===== src/assert_macros.svh =====
// Assertion macros shared by the keyer RTL.
// Depends on nothing; included by files that carry concurrent assertions.
`ifndef ASSERT_MACROS_SVH
`define ASSERT_MACROS_SVH

// Implication checked at every rising clock edge, disabled while reset is low.
`define MCK_ASSERT(lbl, clk, rstn, prop, msg) \
    lbl: assert property (@(posedge clk) disable iff (!(rstn)) (prop)) else $error(msg);

// Condition that must never hold outside reset.
`define MCK_ASSERT_NEVER(lbl, clk, rstn, cond, msg) \
    `MCK_ASSERT(lbl, clk, rstn, !(cond), msg)

`endif


===== src/mck_pkg.sv =====
// Package for the Morse character keyer: entry and segment types, timing
// constants and the character code table. Depends on nothing.
`default_nettype none

package mck_pkg;

    localparam int CODE_MAX    = 5;
    localparam int QUEUE_DEPTH = 2;
    localparam int QPTR_W      = $clog2(QUEUE_DEPTH);
    localparam int QCNT_W      = $clog2(QUEUE_DEPTH + 1);

    localparam logic [7:0] CHAR_SPACE = 8'h20;
    localparam logic [7:0] CHAR_UPPER_A = 8'h41;
    localparam logic [7:0] CHAR_UPPER_Z = 8'h5A;
    localparam logic [7:0] CHAR_DIGIT_0 = 8'h30;
    localparam logic [7:0] CHAR_DIGIT_9 = 8'h39;
    localparam int         K_INDEX      = 10;

    localparam logic [2:0] UNITS_DIT        = 3'd1;
    localparam logic [2:0] UNITS_DAH        = 3'd3;
    localparam logic [2:0] UNITS_GAP        = 3'd1;
    localparam logic [2:0] UNITS_LETTER_END = 3'd2;
    localparam logic [2:0] UNITS_WORD       = 3'd4;

    typedef struct packed {
        logic       space;
        logic [2:0] count;
        logic [4:0] pattern;
    } mck_code_t;

    typedef struct packed {
        logic       key_on;
        logic [2:0] units;
        logic       last;
    } mck_seg_t;

    localparam logic [2:0] ALPHA_LEN [0:25] = '{
        3'd2, 3'd4, 3'd4, 3'd3, 3'd1, 3'd4, 3'd3, 3'd4, 3'd2, 3'd4, 3'd3, 3'd4, 3'd2,
        3'd2, 3'd3, 3'd4, 3'd4, 3'd3, 3'd3, 3'd1, 3'd3, 3'd4, 3'd3, 3'd4, 3'd4, 3'd4
    };

    localparam logic [4:0] ALPHA_PAT [0:25] = '{
        5'h02, 5'h07, 5'h05, 5'h03, 5'h01, 5'h0D, 5'h01, 5'h0F, 5'h03,
        5'h08, 5'h02, 5'h0B, 5'h00, 5'h01, 5'h00, 5'h09, 5'h02, 5'h05,
        5'h07, 5'h00, 5'h06, 5'h0E, 5'h04, 5'h06, 5'h04, 5'h03
    };

    localparam logic [4:0] DIGIT_PAT [0:9] = '{
        5'h00, 5'h10, 5'h18, 5'h1C, 5'h1E, 5'h1F, 5'h0F, 5'h07, 5'h03, 5'h01
    };

    // Returns the element code with the first element in the top pattern bit.
    function automatic mck_code_t mck_lookup(logic [7:0] ch);
        mck_code_t  code;
        logic [4:0] alpha_off;
        logic [3:0] digit_off;
        logic [2:0] len;
        logic [4:0] pat;
        alpha_off = 5'(ch - CHAR_UPPER_A);
        digit_off = 4'(ch - CHAR_DIGIT_0);
        if (ch >= CHAR_UPPER_A && ch <= CHAR_UPPER_Z) begin
            len = ALPHA_LEN[alpha_off];
            pat = ALPHA_PAT[alpha_off];
        end else if (ch >= CHAR_DIGIT_0 && ch <= CHAR_DIGIT_9) begin
            len = 3'(CODE_MAX);
            pat = DIGIT_PAT[digit_off];
        end else begin
            len = ALPHA_LEN[K_INDEX];
            pat = ALPHA_PAT[K_INDEX];
        end
        code.space   = (ch == CHAR_SPACE);
        code.count   = len;
        code.pattern = pat << (3'(CODE_MAX) - len);
        return code;
    endfunction

endpackage

`default_nettype wire


===== src/mck_front.sv =====
// Front end of the keyer: accepts characters and classifies them into
// element codes for the queue. Depends on mck_pkg.
`default_nettype none

module mck_front (
    input  wire logic             s_tvalid,
    output logic                  s_tready,
    input  wire logic [7:0]       s_tdata,    // [7:0] character
    input  wire logic             q_full,
    output logic                  q_push,
    output mck_pkg::mck_code_t    q_entry
);

    assign s_tready = !q_full;
    assign q_push   = s_tvalid && !q_full;
    assign q_entry  = mck_pkg::mck_lookup(s_tdata);

endmodule

`default_nettype wire


===== src/mck_queue.sv =====
// Short queue of classified character codes between front and back end.
// Depends on mck_pkg.
`default_nettype none

module mck_queue (
    input  wire logic                 aclk,
    input  wire logic                 aresetn,
    input  wire logic                 push,
    input  wire mck_pkg::mck_code_t   push_entry,
    output logic                      full,
    output logic                      not_empty,
    input  wire logic                 pop,
    output mck_pkg::mck_code_t        pop_entry
);

    mck_pkg::mck_code_t                 entries [mck_pkg::QUEUE_DEPTH];
    logic [mck_pkg::QPTR_W-1:0]         wr_ptr_reg, wr_ptr_next;
    logic [mck_pkg::QPTR_W-1:0]         rd_ptr_reg, rd_ptr_next;
    logic [mck_pkg::QCNT_W-1:0]         count_reg, count_next;

    assign full      = (count_reg == mck_pkg::QCNT_W'(mck_pkg::QUEUE_DEPTH));
    assign not_empty = (count_reg != '0);
    assign pop_entry = entries[rd_ptr_reg];

    always_comb begin
        wr_ptr_next = wr_ptr_reg;
        rd_ptr_next = rd_ptr_reg;
        count_next  = count_reg;
        if (push) begin
            wr_ptr_next = (wr_ptr_reg == mck_pkg::QPTR_W'(mck_pkg::QUEUE_DEPTH - 1))
                          ? '0 : wr_ptr_reg + 1'b1;
        end
        if (pop) begin
            rd_ptr_next = (rd_ptr_reg == mck_pkg::QPTR_W'(mck_pkg::QUEUE_DEPTH - 1))
                          ? '0 : rd_ptr_reg + 1'b1;
        end
        if (push && !pop) begin
            count_next = count_reg + 1'b1;
        end else if (pop && !push) begin
            count_next = count_reg - 1'b1;
        end
    end

    always_ff @(posedge aclk) begin
        if (!aresetn) begin
            wr_ptr_reg <= '0;
            rd_ptr_reg <= '0;
            count_reg  <= '0;
        end else begin
            wr_ptr_reg <= wr_ptr_next;
            rd_ptr_reg <= rd_ptr_next;
            count_reg  <= count_next;
        end
    end

    always_ff @(posedge aclk) begin
        if (push) begin
            entries[wr_ptr_reg] <= push_entry;
        end
    end

endmodule

`default_nettype wire


===== src/mck_back.sv =====
// Back end of the keyer: steps through one character code and drives the
// segment output register. Depends on mck_pkg.
`default_nettype none

module mck_back (
    input  wire logic                 aclk,
    input  wire logic                 aresetn,
    input  wire logic                 q_not_empty,
    input  wire mck_pkg::mck_code_t   q_entry,
    output logic                      q_pop,
    output logic                      m_tvalid,
    input  wire logic                 m_tready,
    output logic [7:0]                m_tdata,    // [0] key_on, [3:1] units, [7:4] zero
    output logic                      m_tlast
);

    typedef enum logic [4:0] {
        ST_IDLE  = 5'b00001,
        ST_SPACE = 5'b00010,
        ST_ELEM  = 5'b00100,
        ST_GAP   = 5'b01000,
        ST_END   = 5'b10000
    } state_t;

    state_t              state_reg, state_next;
    logic [4:0]          pattern_reg, pattern_next;
    logic [2:0]          remain_reg, remain_next;
    mck_pkg::mck_seg_t   seg;
    mck_pkg::mck_seg_t   out_reg;
    logic                out_valid_reg, out_valid_next;
    logic                out_free;
    logic                fire;

    assign out_free = !out_valid_reg || m_tready;
    assign fire     = (state_reg != ST_IDLE) && out_free;
    assign q_pop    = q_not_empty && ((state_reg == ST_IDLE) || (fire && seg.last));

    always_comb begin
        seg = '0;
        unique case (state_reg)
            ST_SPACE: seg = '{key_on: 1'b0, units: mck_pkg::UNITS_WORD, last: 1'b1};
            ST_ELEM:  seg = '{key_on: 1'b1,
                              units: pattern_reg[4] ? mck_pkg::UNITS_DIT : mck_pkg::UNITS_DAH,
                              last: 1'b0};
            ST_GAP:   seg = '{key_on: 1'b0, units: mck_pkg::UNITS_GAP, last: 1'b0};
            ST_END:   seg = '{key_on: 1'b0, units: mck_pkg::UNITS_LETTER_END, last: 1'b1};
            default:  seg = '0;
        endcase
    end

    always_comb begin
        state_next   = state_reg;
        pattern_next = pattern_reg;
        remain_next  = remain_reg;
        if (fire) begin
            unique case (state_reg)
                ST_ELEM: state_next = ST_GAP;
                ST_GAP: begin
                    pattern_next = {pattern_reg[3:0], 1'b0};
                    remain_next  = remain_reg - 1'b1;
                    state_next   = (remain_reg == 3'd1) ? ST_END : ST_ELEM;
                end
                default: state_next = ST_IDLE;
            endcase
        end
        if (q_pop) begin
            state_next   = q_entry.space ? ST_SPACE : ST_ELEM;
            pattern_next = q_entry.pattern;
            remain_next  = q_entry.count;
        end
    end

    always_comb begin
        out_valid_next = out_valid_reg;
        if (fire) begin
            out_valid_next = 1'b1;
        end else if (m_tready) begin
            out_valid_next = 1'b0;
        end
    end

    always_ff @(posedge aclk) begin
        if (!aresetn) begin
            state_reg     <= ST_IDLE;
            out_valid_reg <= 1'b0;
        end else begin
            state_reg     <= state_next;
            out_valid_reg <= out_valid_next;
        end
    end

    always_ff @(posedge aclk) begin
        pattern_reg <= pattern_next;
        remain_reg  <= remain_next;
        if (fire) begin
            out_reg <= seg;
        end
    end

    assign m_tvalid = out_valid_reg;
    assign m_tdata  = {4'b0000, out_reg.units, out_reg.key_on};
    assign m_tlast  = out_reg.last;

endmodule

`default_nettype wire


===== src/morse_character_keyer_top.sv =====
// Top level of the Morse character keyer: front end, code queue and
// segment sequencer. Depends on mck_pkg, mck_front, mck_queue, mck_back.
//
// The s_ channel takes one ASCII character per request in s_tdata[7:0].
// The m_ channel returns keying segments: m_tdata[0] is the key level,
// m_tdata[3:1] the duration in time units, and m_tlast marks the final
// segment of a character. A space gives one key-up segment of 4 units;
// any other character gives key-down/key-up pairs for its elements and
// a closing key-up of 2 units. Codes outside A-Z and 0-9 are sent as K.
// Each character is queued, then the sequencer loads its segments into
// the output register, one per cycle while the receiver accepts; that
// rate sets the sustained throughput. A character gives 1 (space) to 11
// (digits) segments, twice its element count plus one. A two-entry queue
// lets new characters be taken while earlier ones are still keyed out.
// When the receiver stalls, the output register holds its segment, the
// sequencer waits, and s_tready drops once the queue is full.
// Reset empties the queue and the output register; no item is in flight.
`default_nettype none
`include "assert_macros.svh"

module morse_character_keyer_top (
    input  wire logic        aclk,
    input  wire logic        aresetn,
    input  wire logic        s_tvalid,
    output logic             s_tready,
    input  wire logic [7:0]  s_tdata,    // [7:0] character
    output logic             m_tvalid,
    input  wire logic        m_tready,
    output logic [7:0]       m_tdata,    // [0] key_on, [3:1] units, [7:4] zero
    output logic             m_tlast
);

    logic                 q_full;
    logic                 q_push;
    logic                 q_not_empty;
    logic                 q_pop;
    mck_pkg::mck_code_t   push_entry;
    mck_pkg::mck_code_t   pop_entry;

    mck_front u_front (
        .s_tvalid (s_tvalid),
        .s_tready (s_tready),
        .s_tdata  (s_tdata),
        .q_full   (q_full),
        .q_push   (q_push),
        .q_entry  (push_entry)
    );

    mck_queue u_queue (
        .aclk       (aclk),
        .aresetn    (aresetn),
        .push       (q_push),
        .push_entry (push_entry),
        .full       (q_full),
        .not_empty  (q_not_empty),
        .pop        (q_pop),
        .pop_entry  (pop_entry)
    );

    mck_back u_back (
        .aclk        (aclk),
        .aresetn     (aresetn),
        .q_not_empty (q_not_empty),
        .q_entry     (pop_entry),
        .q_pop       (q_pop),
        .m_tvalid    (m_tvalid),
        .m_tready    (m_tready),
        .m_tdata     (m_tdata),
        .m_tlast     (m_tlast)
    );

    `MCK_ASSERT(a_last_is_key_up, aclk, aresetn, (m_tvalid && m_tlast) |-> (!m_tdata[0] && (m_tdata[3:1] == mck_pkg::UNITS_LETTER_END || m_tdata[3:1] == mck_pkg::UNITS_WORD)), "final segment must be a key-up of 2 or 4 units")
    `MCK_ASSERT(a_key_down_units, aclk, aresetn, (m_tvalid && m_tdata[0]) |-> (!m_tlast && (m_tdata[3:1] == mck_pkg::UNITS_DIT || m_tdata[3:1] == mck_pkg::UNITS_DAH)), "key-down segment must be a dit or dah")
    `MCK_ASSERT(a_gap_follows_element, aclk, aresetn, (m_tvalid && m_tready && m_tdata[0]) |=> (!m_tvalid || (!m_tdata[0] && m_tdata[3:1] == mck_pkg::UNITS_GAP)), "element must be followed by a one-unit gap")
    `MCK_ASSERT_NEVER(a_no_pop_when_empty, aclk, aresetn, q_pop && !q_not_empty, "queue popped while empty")

endmodule

`default_nettype wire

===== config.mk =====
export PLATFORM = sky130hd
export DESIGN_NAME = morse_character_keyer_top
export DESIGN_NICKNAME = d
export VERILOG_FILES = /design/src/mck_pkg.sv /design/src/mck_front.sv /design/src/mck_queue.sv /design/src/mck_back.sv /design/src/morse_character_keyer_top.sv
export VERILOG_INCLUDE_DIRS = /design/src /design/src/src
export SDC_FILE = /design/constraint.sdc
export NUM_CORES = 1
export LEC_CHECK = 0
export BUFFER_PORTS_ARGS = -buffer_cell sky130_fd_sc_hd__buf_2
export CELL_PAD_IN_SITES_DETAIL_PLACEMENT = 2
export CELL_PAD_IN_SITES_GLOBAL_PLACEMENT = 2
export CORE_ASPECT_RATIO = 1.75
export CORE_MARGIN = 2
export CORE_UTILIZATION = 42
export CTS_BUF_LIST = sky130_fd_sc_hd__clkbuf_8
export DETAILED_ROUTE_END_ITERATION = 6
export PLACE_DENSITY_LB_ADDON = 0.1
export SKIP_CTS_REPAIR_TIMING = 1
export SYNTH_ARGS = -nofsm -noshare
export SYNTH_HDL_FRONTEND = slang
export SYNTH_SLANG_ARGS = --single-unit

===== constraint.sdc =====
create_clock -name aclk -period 6.55 [get_ports aclk]
set_clock_uncertainty 0.1 [all_clocks]
set_input_delay 1.31 -clock aclk [delete_from_list [all_inputs] [get_ports aclk]]
set_output_delay 1.31 -clock aclk [all_outputs]
set_load 0.05 [all_outputs]

==> results.py, run 1 <==
metrics = {
    "sta": {
        "tightest_slew_ns": 0.888,
        "slew_violations": 0,
        "hold_viol": 0,
        "tns_ns": 0,
        "finalSetupViolCount": 0,
        "rsz0062_at_grt": "false",
        "fin_crit_ns": 4.00,
        "clock.fmax_mhz": 250,
        "relSlewSlack_pct": 40.6,
        "period_share_pct": 61.0,
    },
    "status": {
        "status": "complete, no violations",
    },
    "worst_setup_path": {
        "critPathTopFamily": "compound AO/OA/AOI/OAI gates",
        "slowest_stage": "ha_1",
        "cp-start-kind": "input pin",
        "max_stage_delay_ns": 0.50,
        "critical_path_arrival_ns": 3.90,
        "cp_max_fo": 25,
        "crit_buf_inv": 2,
        "cp_cell_sequence": "buf_2 > inv_1 > nand2_1 > ha_1 > nor2b_1 > o21ai_0 > a21oi_1 > nor2_1 > a41oi_1 > o211ai_1",
        "end_kind": "register",
        "critical_path_class": "in -> reg",
        "required_ns": 6.45,
    },
    "synthesis": {
        "yosysMostFrequentCell": "edfxtp_1",
        "async_flop_share_pct": 0,
        "syn_inst": 264,
        "synth-simple-area-share_pct": 21.0,
        "synthXorXnorAreaFrac_pct": 1.72,
        "yosys_register_bits": 42,
        "yosysSeqAreaShare_pct": 45.2,
        "ys_warn_count": 0,
        "synth-adder-area-share_pct": 1.96,
        "synth_top_family_by_area": "simple AND/OR/NAND/NOR gates",
        "synth_top_area_cell": "edfxtp_1",
        "synth_top_area_share_pct": 36.5,
        "syn-cell-area_um2": 2550,
        "synth_cell_types": 65,
        "synth_common_cells": "edfxtp_1, nor2_1, a21oi_1",
        "syn_area_per_cell_um2": 9.65,
        "synth_mux_area_share_pct": 6.24,
        "synth_area_leaders": "edfxtp_1, dfxtp_1, mux2i_1",
        "synth_flop_cell": "edfxtp_1",
        "synth-edff-count": 31,
        "synth_compound_area_share_pct": 18.0,
    },
    "global_route": {
        "grt_max_degree": 28,
        "first_global_vias": 2308,
        "overflow": 0,
        "grt_pass1_wl_um": 11800,
        "track_usage_pct": 23.0,
        "antenna_found_initial": 0,
    },
    "place": {
        "gp_congestion": 0.909,
        "numPortBuffers": 18,
        "hpwlAfterDp_um": 5780,
    },
    "clock_network": {
        "h-tree-depth": 2,
        "cts_max_path_buffers": 2,
        "cts_made_buffers": 5,
        "tritoncts": "built",
        "cts.clk_slew.worst_paths_ns": 0.08,
        "cts_sinks": 42,
        "cts-root-buf": "clkbuf_8",
        "clock_latency_ns": 0.29,
    },
    "pwr": {
        "ir_drop_mv": 0.0943,
        "total_power_mw": 0.989,
        "leakagePower_nw": 0.990,
        "p_per_area_nw_per_um2": 363,
    },
    "routing": {
        "drt_iter0_markers": 64,
        "drc_errors": 0,
        "ant_nets": 0,
        "vias_per_cell": 5.91,
        "wl_per_cell_um": 20.7,
        "dr_total_vias": 2067,
        "drt_first_pass_iters": 3,
        "finalWirelength_um": 7230,
    },
    "layout": {
        "largest_reg_flops": 18,
        "synthToLayoutAreaGrowth_pct": 6.88,
        "final_nets": 288,
        "diodes": 0,
        "final_layout_size_suffix_gt1_share_pct": 13.2,
    },
    "die": {
        "rows": 37,
        "fp.coreArea_um2": 5880,
        "dieArea_um2": 6730,
        "dieWidth_um": 62.9,
        "start_util_pct": 43.3,
        "io_pins": 23,
        "chipHeight_um": 107,
    },
    "job": {
        "cap_viol_max_count": 0,
    },
    "worst_hold_path": {
        "min-delay-path-class": "reg -> reg",
    },
}
==> layer usage <==
metal  GRT usage (%)  part of all wire, %  vias up
met3            1.99                  1.5       26
met4            16.7                  5.8        0
li1                -                    -      975
met2            46.6                   59       36
met1            20.1                   33     1030
met5               0                    0        -
==> layout by cell type (no fill, tap or decap), types with 7 or more instances in the layout <==
cell type  count
nor2_1        22
edfxtp_1      31
a21oi_1       20
buf_2         18
o21ai_0       16
nor2b_1        8
nand2_1       19
mux2i_1       11
dfxtp_1       11
and2_1         7
inv_1         10
==> where the power goes <==
| part | switching (mW) | total [mW] | internal [mW] |
|---|---|---|---|
| sequential | 0.0458 | 0.435 | 0.389 |
| combinational | 0.265 | 0.388 | 0.124 |
| clock | 0.0832 | 0.165 | 0.0821 |
| total | 0.394 | 0.989 | 0.595 |
==> through the flow <==
step                      util (%)  std cells  cell area [um^2]  hold WS, ns  worst slack (ns)
after floorplan                  -        267              2560        0.371              2.68
after global placement        44.8        343              2640        0.406              2.46
after detailed placement      44.8        343              2640        0.414              2.33
after CTS                     46.3        350              2720        0.428              2.62
after global routing          46.3        350              2720        0.456              2.38
final                         46.3        350              2720        0.423              2.55
==> area by class of cell <==
cell class,instances,area (um^2)
clock buffer,6,82.6
sequential,42,1150
fill,667,3160
inverter,10,37.5
tap,78,97.6
timing repair buffer,18,90.1
multi-input combinational,195,1260
clock inverter,1,3.75
==> path summary, 6_finish.rpt <==
kind	from	endpoint	slack, ns	cells after the start
max	s_tdata[1]	u_queue.entries[1][2]$_DFFE_PP_	2.55	10
min	u_back.state_reg[3]$_SDFFE_PN0P_	u_back.state_reg[3]$_SDFFE_PN0P_	0.42	2
max reg2reg	u_back.state_reg[2]$_SDFFE_PN0P_	u_queue.count_reg[1]$_SDFFE_PN0P_	3.44	7
min reg2reg	u_back.state_reg[3]$_SDFFE_PN0P_	u_back.state_reg[3]$_SDFFE_PN0P_	0.42	2
==> cell families (layout without fill, tap and decap cells) <==
logic type,count (synthesis),in the layout
adder cells (fa/ha/maj),4,4
AND/OR/NAND/NOR,99,99
flip-flops,42,42
AO/OA/AOI/OAI,68,68
multiplexers,15,15
buffers and inverters,30,35
XOR/XNOR,5,5
other,1,4
==> worst min-delay path: cells and delay by family (launching register included) <==
| family | cells | cell delay [ns] |
|---|---|---|
| AO/OA/AOI/OAI | 1 | 0.05 |
| flip-flops | 1 | 0.36 |
| AND/OR/NAND/NOR | 1 | 0.07 |
Power figures use the tool's default switching activity.
==> run 2: changes to the inputs <==
Settings changed: CORE_UTILIZATION 42 to 39.
Clock period 6.55 ns to 3.7 ns, I/O delays scaled along.
==> run 2 against run 1 <==
Against the previous run: register-to-register slack worse by 2.4 ns; count of clock-buffer cells in the layout shrank 1; sequential power is 76% higher; sequential cell count did not move; combinational power rose by 79%; hold slack better by 0.0037 ns; wire length decreased by 5.7%; global-route usage down 2.5 points; cell count grew 3.4%; sequential share of layout area fell by 0.80 points; highest routed layer unchanged.
==> results.py, run 2 (same netlist as run 1, synthesis figures left out) <==
metrics = {
    "clock_network": {
        "cts.clk_slew.worst_paths_ns": 0.07,
        "tritoncts": "built",
        "cts-root-buf": "clkbuf_8",
        "cts_made_buffers": 5,
        "h-tree-depth": 2,
        "cts_max_path_buffers": 2,
        "clock_latency_ns": 0.30,
        "cts_sinks": 42,
    },
    "layout": {
        "final_nets": 295,
        "stdcell_area_um2": 2780,
        "layout_commonest_cell": "edfxtp_1",
        "n_fill_cell": 746,
        "final_cell_mix": "edfxtp_1, nor2_1, a21oi_1",
        "multi_input_area_um2": 1260,
        "diodes": 0,
        "largest_reg_flops": 18,
        "regArea_um2": 1150,
        "final_layout_size_suffix_gt1_share_pct": 15.4,
        "synthToLayoutAreaGrowth_pct": 8.94,
    },
    "routing": {
        "dr_total_vias": 2053,
        "ant_nets": 0,
        "drt_iter0_markers": 79,
        "drt_first_pass_iters": 4,
        "wl_per_cell_um": 18.8,
        "drc_errors": 0,
        "vias_per_cell": 5.67,
        "finalWirelength_um": 6820,
    },
    "worst_setup_path": {
        "rr_endpoint": "u_queue.count_reg[1]$_SDFFE_PN0P_",
        "cp-start-kind": "input pin",
        "critical_path_class": "in -> reg",
        "timing.rr.start": "u_back.state_reg[2]$_SDFFE_PN0P_",
        "critical_path_arrival_ns": 3.01,
        "required_ns": 3.63,
        "end_kind": "register",
        "crit_end": "u_queue.entries[0][4]$_DFFE_PP_",
        "r2r_slack_ns": 1.05,
        "critPathLaunch": "s_tdata[0]",
        "rr_worst_depth": 7,
        "cp_max_fo": 14,
    },
    "sta": {
        "tns_ns": 0,
        "finalSetupViolCount": 0,
        "hold_viol": 0,
        "clock.fmax_mhz": 325,
        "rsz0062_at_grt": "false",
        "fin_crit_ns": 3.08,
        "period_share_pct": 83.1,
        "relSlewSlack_pct": 43.6,
        "tightest_slew_ns": 0.842,
        "slew_violations": 0,
        "hold_ws_ns": 0.427,
        "layout_setup_ws_ns": 0.624,
    },
    "pwr": {
        "ir_drop_mv": 0.161,
        "total_power_mw": 1.74,
        "leakagePower_nw": 1.02,
        "p_per_area_nw_per_um2": 626,
    },
    "worst_hold_path": {
        "worstHoldPathCells": 2,
        "min-delay-path-class": "reg -> reg",
    },
    "global_route": {
        "grt_pass1_wl_um": 11100,
        "overflow": 0,
        "antenna_found_initial": 0,
        "grt_max_degree": 28,
        "first_global_vias": 2238,
        "track_usage_pct": 20.5,
    },
    "place": {
        "gp_congestion": 0.807,
        "place_area_um2": 2690,
        "place_ws_ns": 0.276,
        "numPortBuffers": 18,
        "hpwlAfterDp_um": 5450,
    },
    "status": {
        "status": "complete, no violations",
    },
    "die": {
        "start_util_pct": 39.5,
        "chipHeight_um": 111,
        "fp.coreArea_um2": 6440,
        "rows": 39,
        "io_pins": 23,
        "dieArea_um2": 7220,
        "dieWidth_um": 65.1,
    },
    "job": {
        "cap_viol_max_count": 0,
    },
}
==> run 2: power breakdown <==
part	internal (mW)	switching (mW)	leakage, nW
logic	0.235	0.460	0.595
clock network	0.127	0.150	0.0468
registers	0.689	0.0772	0.381
total	1.05	0.687	1.02
==> run 2: worst min path at each step <==
stage | start | end | slack (ns)
global route | u_back.state_reg[3]$_SDFFE_PN0P_ | u_back.state_reg[3]$_SDFFE_PN0P_ | 0.46
CTS | u_back.state_reg[3]$_SDFFE_PN0P_ | u_back.state_reg[3]$_SDFFE_PN0P_ | 0.43
global placement | u_back.state_reg[3]$_SDFFE_PN0P_ | u_back.state_reg[3]$_SDFFE_PN0P_ | 0.40
detailed placement | u_back.state_reg[3]$_SDFFE_PN0P_ | u_back.state_reg[3]$_SDFFE_PN0P_ | 0.43
finish | u_back.state_reg[3]$_SDFFE_PN0P_ | u_back.state_reg[3]$_SDFFE_PN0P_ | 0.43
floorplan | u_back.state_reg[3]$_SDFFE_PN0P_ | u_back.state_reg[3]$_SDFFE_PN0P_ | 0.37
==> run 2: metrics by stage <==
step,instances,utilization (%)
2_1_floorplan,267,-
3_3_place_gp,354,41.8
3_5_place_dp,354,41.8
4_1_cts,362,43.1
5_1_grt,362,43.1
6_report,362,43.1
==> run 2: critical path, stage by stage <==
cell and delay [ns]:
buf_2 0.10, inv_1 0.09, nand2_1 0.06, ha_1 0.50, nor2b_1 0.37, o21ai_0 0.15, a21oi_1 0.29, nor2_1 0.14
a41oi_1 0.38, o22ai_1 0.17
==> run 2: area by class of cell <==
type | count | share of cell area, %
inverters | 10 | 1.35
multi-input cells | 195 | 45.4
clock buffers | 5 | 2.48
flip-flops and latches | 42 | 41.5
repair buffers | 25 | 5.14
well taps | 82 | 3.70
clock inverters | 3 | 0.451
==> run 2: metal layers <==
layer / up-vias / routed length, um / GRT usage, %
li1: 988 / - / -
met2: 29 / 4160 / 41.5
met5: - / 0 / 0
met1: 1017 / 2170 / 17.1
met4: 0 / 397 / 13.5
met3: 19 / 96 / 2.54
